--- config.mk ---
export PLATFORM = sky130hd
export DESIGN_NAME = flag_frame_deframer_unescape_top
export DESIGN_NICKNAME = d
export VERILOG_FILES = /design/src/rtl/dfu_pkg.sv /design/src/rtl/dfu_front.sv /design/src/rtl/dfu_cmdq.sv /design/src/rtl/dfu_back.sv /design/src/rtl/flag_frame_deframer_unescape_top.sv
export SDC_FILE = /design/constraint.sdc
export NUM_CORES = 1
export LEC_CHECK = 0
export ABC_AREA = 0
export BUFFER_PORTS_ARGS = -buffer_cell sky130_fd_sc_hd__buf_4
export CORE_MARGIN = 2
export CORE_UTILIZATION = 54
export CTS_CLUSTER_DIAMETER = 120
export DETAILED_ROUTE_END_ITERATION = 8
export PLACE_DENSITY = 0.9
export SETUP_SLACK_MARGIN = 0.2
export SYNTH_ARGS = -nofsm -noshare
export SYNTH_HDL_FRONTEND = slang
export SYNTH_HIERARCHICAL = 1
export SYNTH_SLANG_ARGS = --single-unit
--- constraint.sdc ---
create_clock -name i_clk -period 3.35 [get_ports i_clk]
set_clock_uncertainty 0.05 [all_clocks]
set_input_delay 0.1675 -clock i_clk [delete_from_list [all_inputs] [get_ports i_clk]]
set_output_delay 0.1675 -clock i_clk [all_outputs]
set_load 0.02 [all_outputs]
--- src/rtl/dfu_pkg.sv ---
// ----------------------------------------------------------------------------
// dfu_pkg
// Shared types and constants for the flag frame deframer and unescaper.
// ----------------------------------------------------------------------------
package dfu_pkg;

    localparam logic [7:0] FLAG_BYTE = 8'h7E;
    localparam logic [7:0] ESC_BYTE  = 8'h7D;

    localparam int DEF_MAX_FRAME_BYTES = 1024;

    // Depth of the command queue between the front and back parts.
    localparam int CMDQ_DEPTH = 4;
    localparam int CMDQ_PTR_W = $clog2(CMDQ_DEPTH);
    localparam int CMDQ_CNT_W = $clog2(CMDQ_DEPTH + 1);

    // Configuration register map.
    localparam int          CFG_ADDR_W     = 3;
    localparam logic        REG_ESCAPE_BASE = 1'b0;
    localparam logic        ESCAPE_BASE_RST = 1'b1;

    // One command per input byte that causes results. With two_beats set the
    // back part first sends an escape byte and then the command's data byte.
    typedef struct packed {
        logic [7:0] data;
        logic       two_beats;
        logic       has_byte;
        logic       end_of_frame;
        logic       overflow_error;
    } t_cmd;

endpackage

--- src/rtl/dfu_front.sv ---
// ----------------------------------------------------------------------------
// dfu_front
// Frame hunting, escape tracking and length check; at most one command per byte.
// ----------------------------------------------------------------------------
module dfu_front #(
    parameter int MAX_FRAME_BYTES = dfu_pkg::DEF_MAX_FRAME_BYTES
) (
    input  logic          i_clk,
    input  logic          i_rst_n,
    input  logic          i_accept,
    input  logic [7:0]    i_byte_in,
    input  logic          i_escape_base,
    output logic          o_cmd_valid,
    output dfu_pkg::t_cmd o_cmd
);

    localparam int             CntW   = $clog2(MAX_FRAME_BYTES + 1);
    localparam logic [CntW-1:0] MaxCnt = CntW'(MAX_FRAME_BYTES);
    localparam logic [CntW-1:0] OneCnt = CntW'(1);

    logic            r_inside, n_inside;
    logic            r_esc, n_esc;
    logic [CntW-1:0] r_cnt, n_cnt;

    logic            is_flag;
    logic [7:0]      base_code;
    logic [7:0]      base_next;

    assign is_flag   = (i_byte_in == dfu_pkg::FLAG_BYTE);
    assign base_code = {7'b0, i_escape_base};
    assign base_next = base_code + 8'd1;

    always_comb begin
        n_inside    = r_inside;
        n_esc       = r_esc;
        n_cnt       = r_cnt;
        o_cmd_valid = 1'b0;
        o_cmd       = '0;
        if (i_accept) begin
            if (!r_inside) begin
                if (is_flag) begin
                    n_inside = 1'b1;
                    n_esc    = 1'b0;
                    n_cnt    = OneCnt;
                end
            end else if (is_flag && (r_cnt <= OneCnt)) begin
                // A flag straight after the opening flag opens the frame anew.
                n_esc = 1'b0;
                n_cnt = OneCnt;
            end else if (r_cnt >= MaxCnt) begin
                n_inside             = 1'b0;
                n_esc                = 1'b0;
                n_cnt                = '0;
                o_cmd_valid          = 1'b1;
                o_cmd.overflow_error = 1'b1;
            end else begin
                n_cnt = r_cnt + OneCnt;
                if (is_flag) begin
                    // A dangling escape before the closing flag is kept.
                    o_cmd_valid        = 1'b1;
                    o_cmd.end_of_frame = 1'b1;
                    o_cmd.has_byte     = r_esc;
                    o_cmd.data         = r_esc ? dfu_pkg::ESC_BYTE : 8'h00;
                    n_inside           = 1'b0;
                    n_esc              = 1'b0;
                    n_cnt              = '0;
                end else if (r_esc) begin
                    n_esc          = 1'b0;
                    o_cmd_valid    = 1'b1;
                    o_cmd.has_byte = 1'b1;
                    if (i_byte_in == base_code) begin
                        o_cmd.data = dfu_pkg::ESC_BYTE;
                    end else if (i_byte_in == base_next) begin
                        o_cmd.data = dfu_pkg::FLAG_BYTE;
                    end else begin
                        o_cmd.data      = i_byte_in;
                        o_cmd.two_beats = 1'b1;
                    end
                end else if (i_byte_in == dfu_pkg::ESC_BYTE) begin
                    n_esc = 1'b1;
                end else begin
                    o_cmd_valid    = 1'b1;
                    o_cmd.has_byte = 1'b1;
                    o_cmd.data     = i_byte_in;
                end
            end
        end
    end

    always_ff @(posedge i_clk) begin
        if (!i_rst_n) begin
            r_inside <= 1'b0;
            r_esc    <= 1'b0;
            r_cnt    <= '0;
        end else begin
            r_inside <= n_inside;
            r_esc    <= n_esc;
            r_cnt    <= n_cnt;
        end
    end

endmodule

--- src/rtl/dfu_cmdq.sv ---
// ----------------------------------------------------------------------------
// dfu_cmdq
// Short command queue that decouples the front part from the back part.
// ----------------------------------------------------------------------------
module dfu_cmdq (
    input  logic          i_clk,
    input  logic          i_rst_n,
    input  logic          i_wr,
    input  dfu_pkg::t_cmd i_wr_cmd,
    input  logic          i_rd,
    output dfu_pkg::t_cmd o_rd_cmd,
    output logic          o_full,
    output logic          o_empty
);

    localparam logic [dfu_pkg::CMDQ_CNT_W-1:0] Depth =
        dfu_pkg::CMDQ_CNT_W'(dfu_pkg::CMDQ_DEPTH);

    dfu_pkg::t_cmd                    r_mem [dfu_pkg::CMDQ_DEPTH];
    logic [dfu_pkg::CMDQ_PTR_W-1:0]   r_wp, r_rp;
    logic [dfu_pkg::CMDQ_CNT_W-1:0]   r_cnt;
    logic                             do_wr, do_rd;

    assign o_full   = (r_cnt == Depth);
    assign o_empty  = (r_cnt == '0);
    assign do_wr    = i_wr && !o_full;
    assign do_rd    = i_rd && !o_empty;
    assign o_rd_cmd = r_mem[r_rp];

    always_ff @(posedge i_clk) begin
        if (do_wr) begin
            r_mem[r_wp] <= i_wr_cmd;
        end
    end

    always_ff @(posedge i_clk) begin
        if (!i_rst_n) begin
            r_wp  <= '0;
            r_rp  <= '0;
            r_cnt <= '0;
        end else begin
            if (do_wr) begin
                r_wp <= r_wp + 1'b1;
            end
            if (do_rd) begin
                r_rp <= r_rp + 1'b1;
            end
            if (do_wr && !do_rd) begin
                r_cnt <= r_cnt + 1'b1;
            end else if (do_rd && !do_wr) begin
                r_cnt <= r_cnt - 1'b1;
            end
        end
    end

endmodule

--- src/rtl/dfu_back.sv ---
// ----------------------------------------------------------------------------
// dfu_back
// Expands queued commands into result beats held in an output register.
// ----------------------------------------------------------------------------
module dfu_back (
    input  logic          i_clk,
    input  logic          i_rst_n,
    input  dfu_pkg::t_cmd i_cmd,
    input  logic          i_cmd_empty,
    output logic          o_cmd_rd,
    input  logic          i_pop,
    output logic          o_empty,
    output logic [7:0]    o_byte_out,
    output logic          o_has_byte,
    output logic          o_end_of_frame,
    output logic          o_overflow_error,
    output logic          o_last_in_run
);

    logic          r_valid;
    logic          r_second;
    dfu_pkg::t_cmd r_cmd;
    logic          first_of_two;
    logic          taken;
    logic          done;

    assign first_of_two = r_cmd.two_beats && !r_second;
    assign taken        = r_valid && i_pop;
    assign done         = taken && !first_of_two;
    // The register is free for the next command when empty or finishing.
    assign o_cmd_rd     = !i_cmd_empty && (!r_valid || done);

    assign o_empty          = !r_valid;
    assign o_byte_out       = first_of_two ? dfu_pkg::ESC_BYTE : r_cmd.data;
    assign o_has_byte       = r_cmd.has_byte;
    assign o_end_of_frame   = r_cmd.end_of_frame;
    assign o_overflow_error = r_cmd.overflow_error;
    assign o_last_in_run    = !first_of_two;

    always_ff @(posedge i_clk) begin
        if (o_cmd_rd) begin
            r_cmd <= i_cmd;
        end
    end

    always_ff @(posedge i_clk) begin
        if (!i_rst_n) begin
            r_valid  <= 1'b0;
            r_second <= 1'b0;
        end else begin
            if (o_cmd_rd) begin
                r_valid  <= 1'b1;
                r_second <= 1'b0;
            end else if (done) begin
                r_valid  <= 1'b0;
                r_second <= 1'b0;
            end else if (taken) begin
                r_second <= 1'b1;
            end
        end
    end

endmodule

--- src/rtl/flag_frame_deframer_unescape_top.sv ---
// ----------------------------------------------------------------------------
// flag_frame_deframer_unescape_top
// Finds 0x7E delimited frames in a byte stream, undoes 0x7D escaping and
// streams payload bytes with end of frame and overflow markers.
// ----------------------------------------------------------------------------
// Channel   Direction  Handshake              Payload
// input     in         i_push / o_full        i_byte_in
// result    out        o_empty / i_pop        o_byte_out, o_has_byte,
//                                             o_end_of_frame, o_overflow_error,
//                                             o_last_in_run
// config    in         APB psel/penable/...   escape_base at byte address 0
//
// One input byte is taken every cycle while the command queue has room; the
// result side delivers one beat per cycle while i_pop is high, so a byte that
// yields two results occupies the output register until both beats are popped.
// A result reaches the ports after its byte is accepted by way of two registers:
// first the command queue and then the output register.
// Reset is synchronous; there is no clearing pass.
// ----------------------------------------------------------------------------
module flag_frame_deframer_unescape_top #(
    parameter int MAX_FRAME_BYTES = dfu_pkg::DEF_MAX_FRAME_BYTES
) (
    input  logic                          i_clk,
    input  logic                          i_rst_n,
    input  logic                          i_push,
    output logic                          o_full,
    input  logic [7:0]                    i_byte_in,
    output logic                          o_empty,
    input  logic                          i_pop,
    output logic [7:0]                    o_byte_out,
    output logic                          o_has_byte,
    output logic                          o_end_of_frame,
    output logic                          o_overflow_error,
    output logic                          o_last_in_run,
    input  logic                          psel,
    input  logic                          penable,
    input  logic                          pwrite,
    input  logic [dfu_pkg::CFG_ADDR_W-1:0] paddr,
    input  logic [31:0]                   pwdata,
    output logic [31:0]                   prdata,
    output logic                          pready
);

    logic          r_escape_base;
    logic          cfg_wr;
    logic          accept;
    logic          cmd_valid;
    dfu_pkg::t_cmd cmd_wr;
    dfu_pkg::t_cmd cmd_rd;
    logic          cmdq_rd;
    logic          cmdq_empty;
    logic          cmdq_full;

    assign pready = 1'b1;
    assign cfg_wr = psel && penable && pwrite && pready;
    assign prdata = (paddr[2] == dfu_pkg::REG_ESCAPE_BASE) ? {31'b0, r_escape_base} : 32'b0;

    always_ff @(posedge i_clk) begin
        if (!i_rst_n) begin
            r_escape_base <= dfu_pkg::ESCAPE_BASE_RST;
        end else if (cfg_wr && (paddr[2] == dfu_pkg::REG_ESCAPE_BASE)) begin
            r_escape_base <= pwdata[0];
        end
    end

    assign o_full = cmdq_full;
    assign accept = i_push && !cmdq_full;

    dfu_front #(
        .MAX_FRAME_BYTES(MAX_FRAME_BYTES)
    ) u_front (
        .i_clk         (i_clk),
        .i_rst_n       (i_rst_n),
        .i_accept      (accept),
        .i_byte_in     (i_byte_in),
        .i_escape_base (r_escape_base),
        .o_cmd_valid   (cmd_valid),
        .o_cmd         (cmd_wr)
    );

    dfu_cmdq u_cmdq (
        .i_clk    (i_clk),
        .i_rst_n  (i_rst_n),
        .i_wr     (cmd_valid),
        .i_wr_cmd (cmd_wr),
        .i_rd     (cmdq_rd),
        .o_rd_cmd (cmd_rd),
        .o_full   (cmdq_full),
        .o_empty  (cmdq_empty)
    );

    dfu_back u_back (
        .i_clk            (i_clk),
        .i_rst_n          (i_rst_n),
        .i_cmd            (cmd_rd),
        .i_cmd_empty      (cmdq_empty),
        .o_cmd_rd         (cmdq_rd),
        .i_pop            (i_pop),
        .o_empty          (o_empty),
        .o_byte_out       (o_byte_out),
        .o_has_byte       (o_has_byte),
        .o_end_of_frame   (o_end_of_frame),
        .o_overflow_error (o_overflow_error),
        .o_last_in_run    (o_last_in_run)
    );

endmodule
==> results.tsv <==
metric	value	unit
status	finished, final reports clean	
drc_errors	0	
synth_area_per_cell	12.6	µm²
most-common-layout-cells	edfxtp_1 (60), buf_4 (34), conb_1 (32)	
hold_class	input port to register	
worst_pin_slew	835	ps
clock_sinks	85	
start_util	56.3	%
critPathSlowestCell	dfxtp_1	
via_per_inst	5.59	
maxSlewHeadroom	44.2	%
numPortBuffers	31	
core	7330	µm²
place_congestion	0.855	
register_area	2300	µm²
synth_edf_count	60	
min_path_cells	3	
antenna_found_initial	0	
clockBufferDepth	2	
min_period	2900	ps
antenna_cells	0	
nFillCells	536	
synth.cell_area	4130	µm²
track_usage	18.3	%
dieHeight	91.4	µm
yosysTopAreaCell	edfxtp_1	
crit_arrival	3140	ps
grt-ovfl-total	0	
cts_root_buffer	clkbuf_8	
leakagePower	1.53	nW
grt_pass1_wl	12.0	mm
grt_max_degree	19	
ys_types	60	
wl	7.17	mm
drive_above_1_share	20.8	%
reg2reg_slack	450	ps
crit_family	simple AND/OR/NAND/NOR gates	
reg2reg_depth	13	
synth_cells	328	
die_area	8360	µm²
synthTopCellsByArea	edfxtp_1 (44%), dfxtp_1 (12%), mux4_2 (6.5%), buf_4 (5.8%), ha_1 (2.4%)	
fin_setup_tns	0	ps
yosys_warnings	6	
yosysSeqAreaShare	55.8	%
synthArstFlopShare	0	%
path_cells	inv_1 -> ha_1 -> o21bai_1 -> and4_1 -> a21o_1 -> nor2_1 -> nor2b_2 -> ha_1 -> inv_1 -> fa_1 -> xor2_1 -> or3_1 -> a21boi_1	
end_kind	register	
first_pass_iters	4	
synth_seq_cells	85	
fmax	344	MHz
worstReg2RegStart	u_front/r_cnt[1]	
routedWlPerCell	15.4	µm
cp_data_required_time	3590	ps
rows	31	
dr_total_vias	2595	
hold_violations	0	
critPathMaxStageDelay	400	ps
yosysTopAreaCellShare	43.6	%
peakVddDrop	0.229	mV
multiInputGateArea	1580	µm²
finalSetupViolations	0	
die_w	91.4	µm
post_cts_buffers	0	
drv_cap	0	
cts_made_buffers	9	
cts.clk_slew.worst_paths	90	ps
htree_levels	3	
grt_pass1_vias	2472	
crit_fanout	5	
rsz0062_at_grt	no	
cts_tree	built	
fin_nets	419	
drtIter0Drc	218	
dp.final_hpwl	5.06	mm
p_per_area	427	nW/µm²
min_from	pwrite	
critical_path.reg2reg.endpoint	u_cmdq/r_cnt[2]	
period_share	86.7	%
total_power	1.93	mW
clock_latency	350	ps
ant_nets	0	
holdPathEnd	r_escape_base	
path_class	register to register	
cp.buffers_inverters	2	
finalMaxSlewViolations	0	
io_pins	97	
area_growth_syn_to_layout	9.64	%
synth_ff_type	edfxtp_1	
cp-start-kind	register	
final_common_cell	edfxtp_1	
-- worst min-delay path: stages --
cell	delay [ps]
buf_4	120
nand4b_4	70
mux2i_1	60
-- per-layer routing --
metal	track usage [%]	vias up	wire length, µm
li1	-	1225	-
met1	23.3	1267	3000
met2	31.0	94	3700
met3	5.31	9	390
met4	4.29	0	73
met5	0	-	0
-- logic make-up (layout without fill, tap and decap cells) --
kind of cell	count (synthesis)	after routing	share of synthesized area, %
fa+ha+maj	9	9	2.91
simple gates	98	98	14.8
mux	19	19	8.27
flops	85	85	55.8
xor+xnor	5	5	1.06
buf+inv	57	64	8.79
other cells	2	32	0.182
compound gates	53	53	8.18
-- synthesized netlist by cell type (4+ instances only) --
library cell	count
mux2i_1	6
nor4_1	4
and2_1	12
nand3_1	4
nand2b_1	8
or4_1	5
ha_1	8
xnor2_1	4
inv_1	13
nor3_1	4
nor2_1	9
o21ai_0	8
a31oi_1	7
edfxtp_1	60
or3_1	4
a21oi_1	16
dfxtp_1	25
clkbuf_1	4
mux4_2	12
o31ai_1	5
nor2b_1	8
nand4_1	4
nand2_1	20
buf_2	4
buf_4	32
-- how the worst max path moves through the flow --
stage	to	start	cells past startpoint
2_1_floorplan	u_cmdq/r_cnt[2]	u_cmdq/r_cnt[0]	14
3_3_place_gp	u_cmdq/r_cnt[2]	u_cmdq/r_cnt[0]	12
3_5_place_dp	u_cmdq/r_cnt[2]	u_cmdq/r_cnt[0]	12
4_1_cts	u_cmdq/r_cnt[2]	u_cmdq/r_cnt[0]	12
5_1_grt	u_cmdq/r_cnt[2]	u_front/r_cnt[1]	13
6_report	u_cmdq/r_cnt[2]	u_front/r_cnt[1]	13
-- cell type report --
cell class                 instances  area share, %
sequential                        85           50.9
multi-input combinational        216           34.9
timing repair buffer              35           5.86
clock buffer                       9           2.74
tap                               99           2.74
clock inverter                     7           1.80
inverter                          13           1.08
-- metrics by stage --
step                      cells  utilization (%)  hold WS, ps  worst slack, ps  instance area, µm²
after floorplan             358                -          235              548                4240
after global placement      447             58.7          374              488                4310
after detailed placement    447             58.7          375              451                4310
after CTS                   464             61.7         53.3              403                4520
after global routing        464             61.8         49.1              253                4530
final                       464             61.8         67.3              447                4530
-- state kept, by name, indices dropped and copies added, names as in the netlist, named ones only --
| register | flops |
|---|---|
| r_escape_base | 1 |
| u_front/r_esc | 1 |
| u_front/r_cnt | 11 |
| u_back/o_overflow_error | 1 |
| u_back/r_cmd | 9 |
| u_cmdq/r_wp | 2 |
| u_cmdq/r_mem | 48 |
| u_back/r_valid | 1 |
| u_cmdq/r_cnt | 3 |
| u_back/o_has_byte | 1 |
| u_back/r_second | 1 |
| u_front/r_inside | 1 |
| u_cmdq/r_rp | 2 |
| u_back/o_end_of_frame | 1 |
-- timing repair --
action / 4_1_cts / 5_1_grt
resized for setup: 0 / 3
hold buffers: 1 / 0
setup endpoints to repair: 0 / 1
endpoints found under the hold margin: 1 / 0
-- where the power goes --
part           switching (mW)  internal (mW)
sequential           0.000843           1.11
combinational          0.0611         0.0255
clock                   0.378          0.356
No activity file was read; power rests on OpenSTA's default activity.
